File: config.mk
export PLATFORM = sky130hd
export DESIGN_NAME = cbor_typed_item_reader_core
export DESIGN_NICKNAME = d
export VERILOG_FILES = /design/src/hdl/cbor_tir_pkg.sv /design/src/hdl/cbor_typed_item_reader_core.sv
export SDC_FILE = /design/constraint.sdc
export NUM_CORES = 1
export LEC_CHECK = 0
export ABC_AREA = 1
export BUFFER_PORTS_ARGS = -buffer_cell sky130_fd_sc_hd__buf_4
export CAP_MARGIN = 20
export CORE_ASPECT_RATIO = 0.7
export CORE_UTILIZATION = 25
export DETAILED_ROUTE_END_ITERATION = 6
export PLACE_DENSITY_LB_ADDON = 0.2
export SLEW_MARGIN = 15
export SYNTH_ARGS = -nofsm -noshare
export SYNTH_HDL_FRONTEND = slang
export SYNTH_SLANG_ARGS = --single-unit
File: constraint.sdc
create_clock -name clock -period 9.3 [get_ports clock]
set_input_delay 1.395 -clock clock [delete_from_list [all_inputs] [get_ports clock]]
set_output_delay 1.395 -clock clock [all_outputs]
set_load 0.01 [all_outputs]
File: src/hdl/cbor_tir_pkg.sv
package cbor_tir_pkg;

   localparam int DATA_BITS   = 8;
   localparam int FUNC_BITS   = 3;
   localparam int STATUS_BITS = 3;
   localparam int VALUE_BITS  = 64;
   localparam int LEN_BITS    = 16;
   localparam int CNT_BITS    = 4;

   typedef enum logic [FUNC_BITS-1:0] {
      FN_MAP   = 3'd0,
      FN_UINT  = 3'd1,
      FN_INT   = 3'd2,
      FN_BOOL  = 3'd3,
      FN_BYTES = 3'd4,
      FN_TEXT  = 3'd5
   } func_type;

   typedef enum logic [STATUS_BITS-1:0] {
      ST_OK        = 3'd0,
      ST_MAJOR     = 3'd1,
      ST_INFO      = 3'd2,
      ST_TRUNC     = 3'd3,
      ST_NONCANON  = 3'd4,
      ST_RANGE     = 3'd5,
      ST_LENGTH    = 3'd6,
      ST_TEXT_LONG = 3'd7
   } status_type;

   localparam logic [2:0] MT_UINT   = 3'd0;
   localparam logic [2:0] MT_NINT   = 3'd1;
   localparam logic [2:0] MT_BYTES  = 3'd2;
   localparam logic [2:0] MT_TEXT   = 3'd3;
   localparam logic [2:0] MT_MAP    = 3'd5;
   localparam logic [2:0] MT_SIMPLE = 3'd7;

   localparam logic [4:0] AI_ARG_MIN = 5'd24;
   localparam logic [4:0] AI_ARG_MAX = 5'd27;

   localparam logic [DATA_BITS-1:0] BYTE_TRUE  = 8'hf5;
   localparam logic [DATA_BITS-1:0] BYTE_FALSE = 8'hf4;

   localparam logic [LEN_BITS-1:0] CAPACITY_RESET = 16'd64;

   localparam logic [0:0] CSR_BUFFER_LENGTH = 1'b0;
   localparam logic [0:0] CSR_TEXT_CAPACITY = 1'b1;

endpackage

File: src/hdl/cbor_typed_item_reader_core.sv
// Typed CBOR item reader. The buffer arrives one byte per req_ transfer; on an item's
// first byte req_func names the expected read (map, uint, int, bool, byte string, text).
// The core checks major type, additional info, truncation against buffer_length and
// shortest encoding, gathers 1/2/4/8 argument bytes, applies range and length limits and
// then forwards string payload bytes with rsp_last on the final one. At most one rsp_
// transfer results from each byte; head bytes with an extended argument and all argument
// bytes but the last produce none. All decoding sits between the state registers and the
// response register, so a byte is taken every cycle while the response register is empty
// or being drained. On an error the position returns to the item's start. The user must
// write registers through csr_ only while the core is idle; the core does not enforce it.
module cbor_typed_item_reader_core #(
   parameter int POSITION_BITS = 16
) (
   input  logic                                   clock,
   input  logic                                   reset,
   input  logic                                   req_valid,
   output logic                                   req_ready,
   input  logic [cbor_tir_pkg::DATA_BITS-1:0]     req_data_byte,
   input  logic [cbor_tir_pkg::FUNC_BITS-1:0]     req_func,
   input  logic                                   req_new_buffer,
   output logic                                   rsp_valid,
   input  logic                                   rsp_ready,
   output logic [cbor_tir_pkg::STATUS_BITS-1:0]   rsp_status,
   output logic                                   rsp_kind,
   output logic [cbor_tir_pkg::VALUE_BITS-1:0]    rsp_value,
   output logic [cbor_tir_pkg::DATA_BITS-1:0]     rsp_payload_byte,
   output logic                                   rsp_last,
   output logic [cbor_tir_pkg::LEN_BITS-1:0]      rsp_position,
   output logic                                   rsp_at_end,
   input  logic                                   csr_write_enable,
   input  logic [0:0]                             csr_index,
   input  logic [cbor_tir_pkg::LEN_BITS-1:0]      csr_write_data
);
   import cbor_tir_pkg::*;

   localparam int CW = (POSITION_BITS > LEN_BITS) ? POSITION_BITS : LEN_BITS;

   typedef enum logic [1:0] {
      PH_IDLE,
      PH_ARGS,
      PH_PAYLOAD
   } phase_type;

   logic [LEN_BITS-1:0]      blen_ff, cap_ff;
   phase_type                phase_ff, phase_in;
   logic [FUNC_BITS-1:0]     rr_ff, rr_in;
   logic [VALUE_BITS-1:0]    arg_ff, arg_in;
   logic [CNT_BITS-1:0]      abl_ff, abl_in;
   logic [CNT_BITS-1:0]      asz_ff, asz_in;
   logic                     neg_ff, neg_in;
   logic [LEN_BITS-1:0]      pl_ff, pl_in;
   logic [POSITION_BITS-1:0] pos_ff, pos_in;
   logic [POSITION_BITS-1:0] start_ff, start_in;

   logic                     rsp_valid_ff;
   logic [STATUS_BITS-1:0]   rsp_status_ff, res_status;
   logic                     rsp_kind_ff, res_kind;
   logic [VALUE_BITS-1:0]    rsp_value_ff, res_value;
   logic [DATA_BITS-1:0]     rsp_pb_ff, res_pb;
   logic                     rsp_last_ff, res_last;
   logic [LEN_BITS-1:0]      rsp_pos_ff, res_pos;
   logic                     rsp_at_end_ff, res_at_end;
   logic                     res_go;

   logic                     accept;
   phase_type                phase_eff;
   logic [POSITION_BITS-1:0] pos_eff, pos_inc;
   logic [CW-1:0]            pos_eff_x, pos_n_x, blen_x;
   logic [CW:0]              head_end;
   logic [2:0]               major;
   logic [4:0]               ai;
   logic [CNT_BITS-1:0]      extra, abl_dec;
   logic [LEN_BITS-1:0]      pl_dec, rem;
   logic                     major_ok, short_arg;
   logic                     fin_go, fail_go;
   logic [STATUS_BITS-1:0]   fail_st;
   logic [VALUE_BITS-1:0]    fin_u;
   logic [FUNC_BITS-1:0]     fin_rr;
   logic                     fin_neg;

   assign req_ready = !rsp_valid_ff || rsp_ready;
   assign accept    = req_valid && req_ready;

   assign phase_eff = req_new_buffer ? PH_IDLE : phase_ff;
   assign pos_eff   = req_new_buffer ? '0 : pos_ff;
   assign pos_inc   = pos_eff + POSITION_BITS'(1);
   assign pos_eff_x = CW'(pos_eff);
   assign blen_x    = CW'(blen_ff);
   assign major     = req_data_byte[7:5];
   assign ai        = req_data_byte[4:0];
   assign extra     = CNT_BITS'(1) << ai[1:0];
   assign head_end  = {1'b0, pos_eff_x} + (CW+1)'(1) + (CW+1)'(extra);
   assign abl_dec   = (abl_ff != '0) ? abl_ff - CNT_BITS'(1) : '0;
   assign pl_dec    = (pl_ff != '0) ? pl_ff - LEN_BITS'(1) : '0;

   always_comb begin
      phase_in   = phase_eff;
      rr_in      = rr_ff;
      arg_in     = arg_ff;
      abl_in     = abl_ff;
      asz_in     = asz_ff;
      neg_in     = neg_ff;
      pl_in      = pl_ff;
      pos_in     = pos_eff;
      start_in   = start_ff;
      res_go     = 1'b0;
      res_status = ST_OK;
      res_kind   = 1'b0;
      res_value  = '0;
      res_pb     = '0;
      res_last   = 1'b1;
      fin_go     = 1'b0;
      fin_u      = '0;
      fin_rr     = rr_ff;
      fin_neg    = neg_ff;
      fail_go    = 1'b0;
      fail_st    = ST_OK;
      major_ok   = 1'b0;
      short_arg  = 1'b0;
      rem        = '0;
      pos_n_x    = '0;

      case (phase_eff)
         PH_ARGS: begin
            arg_in = {arg_ff[VALUE_BITS-DATA_BITS-1:0], req_data_byte};
            pos_in = pos_inc;
            abl_in = abl_dec;
            if (abl_dec == '0) begin
               case (asz_ff)
                  4'd1:    short_arg = arg_in < VALUE_BITS'(AI_ARG_MIN);
                  4'd2:    short_arg = arg_in[63:8] == '0;
                  4'd4:    short_arg = arg_in[63:16] == '0;
                  default: short_arg = arg_in[63:32] == '0;
               endcase
               if (short_arg) begin
                  fail_go = 1'b1;
                  fail_st = ST_NONCANON;
               end else begin
                  fin_go = 1'b1;
                  fin_u  = arg_in;
               end
            end
         end
         PH_PAYLOAD: begin
            pos_in   = pos_inc;
            pl_in    = pl_dec;
            res_go   = 1'b1;
            res_kind = 1'b1;
            res_pb   = req_data_byte;
            res_last = pl_dec == '0;
            if (pl_dec == '0) begin
               phase_in = PH_IDLE;
            end
         end
         default: begin
            start_in = pos_eff;
            rr_in    = req_func;
            neg_in   = 1'b0;
            case (req_func)
               FN_MAP:   major_ok = major == MT_MAP;
               FN_UINT:  major_ok = major == MT_UINT;
               FN_INT: begin
                  major_ok = (major == MT_UINT) || (major == MT_NINT);
                  neg_in   = major == MT_NINT;
               end
               FN_BYTES: major_ok = major == MT_BYTES;
               FN_TEXT:  major_ok = major == MT_TEXT;
               default:  major_ok = 1'b0;
            endcase
            if (pos_eff_x >= blen_x) begin
               fail_go = 1'b1;
               fail_st = ST_TRUNC;
            end else if (req_func == FN_BOOL) begin
               if (req_data_byte == BYTE_TRUE || req_data_byte == BYTE_FALSE) begin
                  pos_in    = pos_inc;
                  res_go    = 1'b1;
                  res_value = VALUE_BITS'(req_data_byte == BYTE_TRUE);
               end else begin
                  fail_go = 1'b1;
                  fail_st = (major == MT_SIMPLE) ? ST_INFO : ST_MAJOR;
               end
            end else if (!major_ok) begin
               fail_go = 1'b1;
               fail_st = ST_MAJOR;
            end else if (ai < AI_ARG_MIN) begin
               pos_in  = pos_inc;
               fin_go  = 1'b1;
               fin_u   = VALUE_BITS'(ai);
               fin_rr  = req_func;
               fin_neg = neg_in;
            end else if (ai > AI_ARG_MAX) begin
               fail_go = 1'b1;
               fail_st = ST_INFO;
            end else if (head_end > {1'b0, blen_x}) begin
               fail_go = 1'b1;
               fail_st = ST_TRUNC;
            end else begin
               pos_in   = pos_inc;
               arg_in   = '0;
               abl_in   = extra;
               asz_in   = extra;
               phase_in = PH_ARGS;
            end
         end
      endcase

      if (fin_go) begin
         phase_in = PH_IDLE;
         res_go   = 1'b1;
         pos_n_x  = CW'(pos_in);
         if (pos_n_x < blen_x) begin
            rem = blen_ff - pos_n_x[LEN_BITS-1:0];
         end
         case (fin_rr)
            FN_MAP: begin
               if (fin_u[63:32] != '0) begin
                  fail_go = 1'b1;
                  fail_st = ST_RANGE;
               end else begin
                  res_value = fin_u;
               end
            end
            FN_UINT: res_value = fin_u;
            FN_INT: begin
               if (fin_u[63]) begin
                  fail_go = 1'b1;
                  fail_st = ST_RANGE;
               end else begin
                  res_value = fin_neg ? ~fin_u : fin_u;
               end
            end
            default: begin
               if (fin_u > VALUE_BITS'(rem)) begin
                  fail_go = 1'b1;
                  fail_st = ST_LENGTH;
               end else if (fin_rr == FN_TEXT && fin_u >= VALUE_BITS'(cap_ff)) begin
                  fail_go = 1'b1;
                  fail_st = ST_TEXT_LONG;
               end else if (fin_u != '0) begin
                  res_value = fin_u;
                  res_last  = 1'b0;
                  pl_in     = fin_u[LEN_BITS-1:0];
                  phase_in  = PH_PAYLOAD;
               end
            end
         endcase
      end

      if (fail_go) begin
         pos_in     = start_in;
         phase_in   = PH_IDLE;
         abl_in     = '0;
         pl_in      = '0;
         res_go     = 1'b1;
         res_status = fail_st;
         res_kind   = 1'b0;
         res_value  = '0;
         res_pb     = '0;
         res_last   = 1'b1;
      end

      res_pos    = LEN_BITS'(CW'(pos_in));
      res_at_end = CW'(pos_in) == blen_x;
   end

   always_ff @(posedge clock) begin
      if (reset) begin
         blen_ff      <= '0;
         cap_ff       <= CAPACITY_RESET;
         phase_ff     <= PH_IDLE;
         rr_ff        <= '0;
         arg_ff       <= '0;
         abl_ff       <= '0;
         asz_ff       <= '0;
         neg_ff       <= 1'b0;
         pl_ff        <= '0;
         pos_ff       <= '0;
         start_ff     <= '0;
         rsp_valid_ff <= 1'b0;
      end else begin
         if (csr_write_enable) begin
            case (csr_index)
               CSR_BUFFER_LENGTH: blen_ff <= csr_write_data;
               CSR_TEXT_CAPACITY: cap_ff  <= csr_write_data;
               default:           blen_ff <= blen_ff;
            endcase
         end
         if (accept) begin
            phase_ff <= phase_in;
            rr_ff    <= rr_in;
            arg_ff   <= arg_in;
            abl_ff   <= abl_in;
            asz_ff   <= asz_in;
            neg_ff   <= neg_in;
            pl_ff    <= pl_in;
            pos_ff   <= pos_in;
            start_ff <= start_in;
         end
         if (accept && res_go) begin
            rsp_valid_ff <= 1'b1;
         end else if (rsp_ready) begin
            rsp_valid_ff <= 1'b0;
         end
      end
   end

   always_ff @(posedge clock) begin
      if (accept && res_go) begin
         rsp_status_ff <= res_status;
         rsp_kind_ff   <= res_kind;
         rsp_value_ff  <= res_value;
         rsp_pb_ff     <= res_pb;
         rsp_last_ff   <= res_last;
         rsp_pos_ff    <= res_pos;
         rsp_at_end_ff <= res_at_end;
      end
   end

   assign rsp_valid        = rsp_valid_ff;
   assign rsp_status       = rsp_status_ff;
   assign rsp_kind         = rsp_kind_ff;
   assign rsp_value        = rsp_value_ff;
   assign rsp_payload_byte = rsp_pb_ff;
   assign rsp_last         = rsp_last_ff;
   assign rsp_position     = rsp_pos_ff;
   assign rsp_at_end       = rsp_at_end_ff;

   a_args_pending: assert property (@(posedge clock) disable iff (reset)
      phase_ff == PH_ARGS |-> abl_ff != '0 && $onehot(asz_ff) && abl_ff <= asz_ff)
      else $error("argument counter out of step");

   a_payload_pending: assert property (@(posedge clock) disable iff (reset)
      phase_ff == PH_PAYLOAD |-> pl_ff != '0)
      else $error("payload phase with nothing left");

   a_error_shape: assert property (@(posedge clock) disable iff (reset)
      rsp_valid_ff && rsp_status_ff != ST_OK |->
         rsp_last_ff && rsp_value_ff == '0 && !rsp_kind_ff)
      else $error("error response not final or carries data");

   a_payload_ok: assert property (@(posedge clock) disable iff (reset)
      rsp_valid_ff && rsp_kind_ff |-> rsp_status_ff == ST_OK && rsp_value_ff == '0)
      else $error("payload response with status or value");

   a_no_overrun: assert property (@(posedge clock) disable iff (reset)
      rsp_valid_ff && !rsp_ready |-> !req_ready)
      else $error("input taken while response stalled");

endmodule
* Word level (Yosys, flattened, before mapping)
Cells that the tools add are included.
** Operators by class
- Reductions and logical operators :: 31
- Multiplexer cells :: 142
- Eq/ne operators :: 32
- Multiply operators :: 0
- $lt $le $gt $ge :: 8
- $add $sub $neg :: 6
- Shifts and indexed selects :: 1
- Div/mod/pow operators :: 0
- Bitwise logic cells :: 9
** Operators by type and width (number)
- 2-to-1 mux 64 bit :: 9
- 2-to-1 mux 16 bit :: 21
- 2-to-1 mux 56 bit :: 6
- one-hot mux 64 bit (3 select lines) :: 1
- one-hot mux 64 bit (2 select lines) :: 1
- one-hot mux 56 bit (2 select lines) :: 1
- >= comparator 64 x 16 -> 1 bit :: 1
- greater-than comparator 64 x 16 -> 1 bit :: 1
- less-than comparator 64 x 5 -> 1 bit (second input constant) :: 1
- inverter 64 bit :: 1
- nonzero test 64 bit :: 1
- zero test 56 bit :: 1
- zero test 48 bit :: 1
- 2-to-1 mux 1 bit :: 47
- 2-to-1 mux 3 bit :: 14
- 2-to-1 mux 2 bit :: 20
- zero test 32 bit :: 1
- 2-to-1 mux 4 bit :: 8
- nonzero test 32 bit :: 1
- AND reduction 8 bit :: 3
- 2-to-1 mux 5 bit :: 4
- adder 16 x 1 -> 17 bit (second input constant) :: 1
- adder 17 x 4 -> 17 bit :: 1
- greater-than comparator 17 x 16 -> 1 bit :: 1
- 43 further kinds :: 82
** Word-level totals
- Memories kept :: 0
- Bits in read-only memories :: 0
- Output and inout port bits :: 96
- Input port bits :: 34
- Logic and storage cells :: 248
- Latch bits :: 0
- Register bits :: 245
- RAM bits :: 0

* Depth between registers and ports, before layout
- Word-level depth :: 21
- Mapped depth :: 71
- Mapped depth without buffers :: 69

* Least setup slack after synthesis
Ideal clock, no wire load.
- Kind :: input-to-reg
- From :: input port req_new_buffer
- To :: register rsp_at_end_ff (netlist: rsp_at_end) (data pin)
- Required time :: 9.162 ns
- Cell stages on the path :: 61
- Path slack :: 0.261 ns
- Library setup time :: 0.138 ns
- Arrival :: 8.901 ns
- Buffers on the path :: 4
- Path through :: buf_6 > clkbuf_1 > nor2_1 > inv_1 > ha_1 > inv_1 > fa_1 > nand2_1 > nand2_1 > nand2_1 > nor2_1 > nand3_1 > nor2_1 > xor2_1 > ha_1 > inv_1 > nor3_1 > nand3_1 > [... 25 more ...] > o21ai_0 > o211ai_1 > o21ai_0 > nand2_1 > nor2_1 > nand2_1 > nand2_1 > nand3_2 > nand2_2 > buf_4 > nand2_1 > nand2_1 > nand2_1 > nand2_1 > nand2_1 > nor2_1 > nand2_1 > nor2_1
** On the way
- Longest elaborated chain between the ends :: 20
- Elaborated cells on any way between the ends :: 52
- Those cells by class :: add/sub: 4; order compare: 5; eq/ne: 6; mux: 33; reduce/logical: 4
** RTL lines
- start: declaration :: RTL line cbor_typed_item_reader_core.sv:20 : input logic req_new_buffer,
- 2-to-1 mux 16 bit :: RTL line cbor_typed_item_reader_core.sv:85 : assign pos_eff = req_new_buffer ? '0 : pos_ff;
- adder 16 x 1 -> 17 bit :: RTL line cbor_typed_item_reader_core.sv:92 : assign head_end = {1'b0, pos_eff_x} + (CW+1)'(1) + (CW+1)'(extra);
- adder 17 x 4 -> 17 bit :: RTL line cbor_typed_item_reader_core.sv:92
- greater-than comparator 17 x 16 -> 1 bit :: RTL line cbor_typed_item_reader_core.sv:194 : end else if (head_end > {1'b0, blen_x}) begin
- 2-to-1 mux 16 bit :: RTL line cbor_typed_item_reader_core.sv:194
- 2-to-1 mux 16 bit :: RTL line cbor_typed_item_reader_core.sv:191 : end else if (ai > AI_ARG_MAX) begin
- 2-to-1 mux 16 bit :: RTL line cbor_typed_item_reader_core.sv:185 : end else if (ai < AI_ARG_MIN) begin
- 2-to-1 mux 16 bit :: RTL line cbor_typed_item_reader_core.sv:182 : end else if (!major_ok) begin
- [... 6 more ...]
- greater-than comparator 64 x 16 -> 1 bit :: RTL line cbor_typed_item_reader_core.sv:233 : if (fin_u > VALUE_BITS'(rem)) begin
- 2-to-1 mux 1 bit :: RTL line cbor_typed_item_reader_core.sv:233
- one-hot mux 1 bit (3 select lines) :: RTL line cbor_typed_item_reader_core.sv:214 : case (fin_rr)
- 2-to-1 mux 1 bit :: RTL line cbor_typed_item_reader_core.sv:207 : if (fin_go) begin
- 2-to-1 mux 16 bit * :: RTL line cbor_typed_item_reader_core.sv:249 : if (fail_go) begin
- net pos_in[15] :: RTL line cbor_typed_item_reader_core.sv:52 : logic [POSITION_BITS-1:0] pos_ff, pos_in;
- equality test 16 bit * :: RTL line cbor_typed_item_reader_core.sv:263 : res_at_end = CW'(pos_in) == blen_x;
- net res_at_end :: RTL line cbor_typed_item_reader_core.sv:62 : logic rsp_at_end_ff, res_at_end;
- end signal: assignment :: RTL line cbor_typed_item_reader_core.sv:315 : rsp_at_end_ff <= res_at_end;
- end: declaration :: RTL line cbor_typed_item_reader_core.sv:62
The timed path passes the listed nets; every way through them passes the cells marked *. The select of a mux whose other input is x is not followed.
A chain may end at the register's enable or synchronous reset.

* Worst setup path after layout
- From :: input port req_data_byte[1] in the netlist's numbering
- To :: register rsp_value_ff[21] (netlist: rsp_value[21]) (data pin)
** On the way
- Longest elaborated chain between the ends :: 17
- Elaborated cells on any way between the ends :: 82
- Those cells by class :: add/sub: 2; order compare: 7; eq/ne: 5; shift: 1; mux: 61; bitwise: 1; reduce/logical: 5
** RTL lines
- start: declaration :: RTL line cbor_typed_item_reader_core.sv:18 : input logic [cbor_tir_pkg::DATA_BITS-1:0] req_data_byte,
- << shifter 1 x 2 -> 4 bit :: RTL line cbor_typed_item_reader_core.sv:91 : assign extra = CNT_BITS'(1) << ai[1:0];
- adder 17 x 4 -> 17 bit :: RTL line cbor_typed_item_reader_core.sv:92
- greater-than comparator 17 x 16 -> 1 bit :: RTL line cbor_typed_item_reader_core.sv:194
- 2-to-1 mux 16 bit :: RTL line cbor_typed_item_reader_core.sv:194
- 2-to-1 mux 16 bit :: RTL line cbor_typed_item_reader_core.sv:191
- 2-to-1 mux 16 bit :: RTL line cbor_typed_item_reader_core.sv:185
- 2-to-1 mux 16 bit :: RTL line cbor_typed_item_reader_core.sv:182
- 2-to-1 mux 16 bit :: RTL line cbor_typed_item_reader_core.sv:173 : end else if (req_func == FN_BOOL) begin
- 2-to-1 mux 16 bit :: RTL line cbor_typed_item_reader_core.sv:170 : if (pos_eff_x >= blen_x) begin
- 2-to-1 mux 16 bit :: RTL line cbor_typed_item_reader_core.sv:123 : case (phase_eff)
- subtractor 16 bit / less-than comparator 16 bit (equally long branches) :: RTL line cbor_typed_item_reader_core.sv:212, cbor_typed_item_reader_core.sv:211
- 2-to-1 mux 16 bit :: RTL line cbor_typed_item_reader_core.sv:211 : if (pos_n_x < blen_x) begin
- 2-to-1 mux 16 bit :: RTL line cbor_typed_item_reader_core.sv:207
- greater-than comparator 64 x 16 -> 1 bit :: RTL line cbor_typed_item_reader_core.sv:233
- 2-to-1 mux 64 bit / 2-to-1 mux 1 bit (equally long branches) :: RTL line cbor_typed_item_reader_core.sv:233
- one-hot mux 64 bit (3 select lines) / one-hot mux 1 bit (3 select lines) (equally long branches) :: RTL line cbor_typed_item_reader_core.sv:214
- 2-to-1 mux 64 bit / 2-to-1 mux 1 bit (equally long branches) :: RTL line cbor_typed_item_reader_core.sv:207
- end signal: assignment :: RTL line cbor_typed_item_reader_core.sv:311 : rsp_value_ff <= res_value;
- end: declaration :: RTL line cbor_typed_item_reader_core.sv:58 : logic [VALUE_BITS-1:0] rsp_value_ff, res_value;
Several ways; a longest one is shown, not always the timed one. The select of a mux whose other input is x is not followed.

==> flow_summary_export.csv <==
group,metric,value,unit
sta,slew_headroom,0.288,
synth,synth_ff_type,"dfxtp_1",
cts,path_clk_slew,0.06,ns
drt,vias_per_cell,5.09,
sta,final_hold_viol_count,0,
synth,ys_types,59,
cells_and_area,drive_above_1_share,0.202,
die,start_util,0.255,
power_and_ir_drop,power_density,163,nW/um^2
drt,num_vias,17200,
worst_setup_path,path_class,"in2reg",
worst_setup_path,end_kind,"flip-flop",
cells_and_area,n_fill_cell,6841,
sta,skew,0.0315,ns
placement,io_buffers,129,
synth,synth_xor_area_frac,0.0184,
sta,min_period_over_period,0.942,
cts,hold_buffers,0,
cts,root_buffer,"clkbuf_16",
placement,placed_area,19400,sq um
cells_and_area,final_util,0.329,
drt,drt_wl_total,66.0,mm
drt,dr.pass1.iters,5,
global_route,grt_pass1_wl,98.9,mm
power_and_ir_drop,p_leak,0.00884,uW
sta,worst_slew_pin_slew,1.07,ns
cts,clock_path_buffers,3,
cells_and_area,antenna-diode-count,0,
synth,seq_area_frac_synth,0.361,
global_route,antenna_found_initial,1,
drt,drc,0,
synth,yosysWarnings,0,
global_route,grt_usage,0.194,
run,maxCapViolCount,0,
die,die_x,306,um
placement,dpl.hpwl,49.9,mm
cells_and_area,final_cell_mix,"nand2_1 (416), buf_4 (336), a21oi_1 (256)",
global_route,first_global_vias,15900,
cells_and_area,regArea,5850,sq um
cts,cts_buffers,31,
cells_and_area,mostFrequentLayoutCell,"nand2_1",
die,die_h,215,um
die,coreArea,63600,sq um
worst_setup_path,cp_max_fo,25,
cells_and_area,design_area,20900,sq um
die,die-area,65900,sq um
sta,clock.fmax,114,MHz
cells_and_area,multi_input_area,9230,sq um
worst_setup_path,cp_slowest_stage_delay,0.43,ns
synth,synth_async_sr_flop_share,0,
sta,drv_slew,0,
cts,cts_tree,"yes",
synth,synthMuxAreaShare,0.000617,
synth,synthAdderAreaFrac,0.0681,
worst_setup_path,critPathRequiredTime,9.66,ns
cells_and_area,fin_nets,2640,
cts,cts.sinks,245,
die,num_rows,77,
synth,yosys.area_share.simple,0.244,
synth,syn_area_per_cell,7.16,sq um
worst_setup_path,crit_arrival,9.12,ns
synth,syn_area,16200,sq um
worst_setup_path,crit_slowest_cell,"a211oi_1",
global_route,gr-total-overflow,0,
power_and_ir_drop,max-vdd-ir-drop,0.000152,V
synth,synth_top_family_by_area,"simple AND/OR/NAND/NOR gates",
sta,layout_min_cycle_time,8.76,ns
worst_setup_path,crit_path_frequent_cell,"nand2_1",
worst_setup_path,rrSetupSlack,1.09,ns
drt,ant_nets,0,
synth,syn-num-nets,2384,
synth,ys_ff_latch,245,
power_and_ir_drop,p_total,3420,uW
synth,synth_compound_area_frac,0.217,
cells_and_area,syn2layout_area_growth,29.0,%
cts,htree_levels,1,
sta,setup_viol_count_final,0,
drt,drt_iter0_markers,1737,
hold_path,min_path_type,"reg2reg",
die,ios,130,
worst_setup_path,startpoint_type,"primary input",
outcome,status,"complete, no violations",
placement,globalplace.congestion,0.924,
drt,wl_per_cell,19.6,um
global_route,grt_max_degree,93,
synth,synth_enable_flop_cells,94,
synth,synthCells,2263,
cts,clock_latency,0.62,ns
-- synth_stat cells, types with 6 or more instances --
library cell  instances  area (sq um)
nor3_1               29           145
o31ai_1              12          90.1
a221oi_1             42           368
inv_1               245           920
clkbuf_1             94           353
a31oi_1              10          62.6
ha_1                 85          1060
nor2_1              178           668
nor2_2                7          43.8
buf_2                17          85.1
nand3b_1             10          75.1
nor4_1                6          37.5
o21ai_1              18          90.1
nand4_1              64           400
a211oi_1             27           203
xor2_1               28           245
edfxtp_1             94          2820
buf_1                13          48.8
nand2_1             426          1600
xnor2_1               6          52.6
o21ai_0             183           916
nand2_2               6          37.5
nand3_1             149           746
o211ai_1             27           203
or2_2                11          68.8
dfxtp_1             151          3020
a21oi_1             263          1320
-- logic make-up (layout without fill, tap and decap cells) --
kind of cell               Yosys count  in the layout
muxes                                1              1
and+or+nand+nor                    899            899
DFF                                245            245
buffers and inverters              382            663
adders and majority gates           87             87
xor gates and xnor gates            34             34
AOI/OAI and AO/OA                  615            615
-- worst paths after layout --
path                    startpoint       endpoint  cells after the start
hold / removal        start_ff[15]   start_ff[15]                      2
hold reg to reg       start_ff[15]   start_ff[15]                      2
setup reg to reg         pos_ff[0]  rsp_value[21]                     54
setup / recovery  req_data_byte[1]  rsp_value[21]                     54
-- metal layers --
metal / track usage / share of wire
met3: 0.0417 / 0.083
met4: 0.0413 / 0.020
met5: 0 / 0
met2: 0.253 / 0.37
met1: 0.313 / 0.52
-- final cells by class --
class,count,area share
clock buffers,48,0.0445
clock inverters,10,0.00496
inverters,254,0.0461
multi-input cells,1636,0.441
flip-flops and latches,245,0.279
well taps,829,0.0496
repair buffers,351,0.134
-- through the flow --
stage / instances / hold slack [ns] / TNS (ns) / worst slack, ns
detailed placement: 3300 / 0.443 / -37.62 / -0.778
CTS: 3358 / 0.452 / 0 / 0.0147
floorplan: 2263 / 0.425 / 0 / 0.261
finish: 3373 / 0.451 / 0 / 0.537
global route: 3373 / 0.473 / -0.926 / -0.0849
global placement: 3300 / 0.436 / -18.23 / -0.625
-- repair_timing --
item                       in CTS  in global routing
resized for setup               2                 93
setup endpoints to repair       4                131
pin swaps                       0                 27
setup buffers                   0                 11
gates cloned                    0                  4
-- critical path, delay by kind of cell --
family	cells	cell delay, ns
adders and majority gates	6	1.56
and+or+nand+nor	21	2.26
buffers and inverters	12	1.52
AOI/OAI and AO/OA	13	2.08
xor gates and xnor gates	2	0.29
-- sequential cells by signal, summed over array words and instances (netlist names) --
register and flops:
abl_ff 4, arg_ff 56, asz_ff 4, blen_ff 16, cap_ff 16, neg_ff 1, phase_ff 2, pl_ff 16
pos_ff 16, rr_ff 3, rsp_at_end 1, rsp_kind 1, rsp_last 1, rsp_payload_byte 8, rsp_position 16, rsp_status 3
rsp_valid 1, rsp_value 64, start_ff 16
-- power breakdown --
group	switching [uW]	leakage, uW	total (uW)	internal (uW)
clock network	531	0.000509	1250	719
logic	580	0.00617	974	394
registers	25.6	0.00216	1200	1170
(Power assumes the default switching activity.)
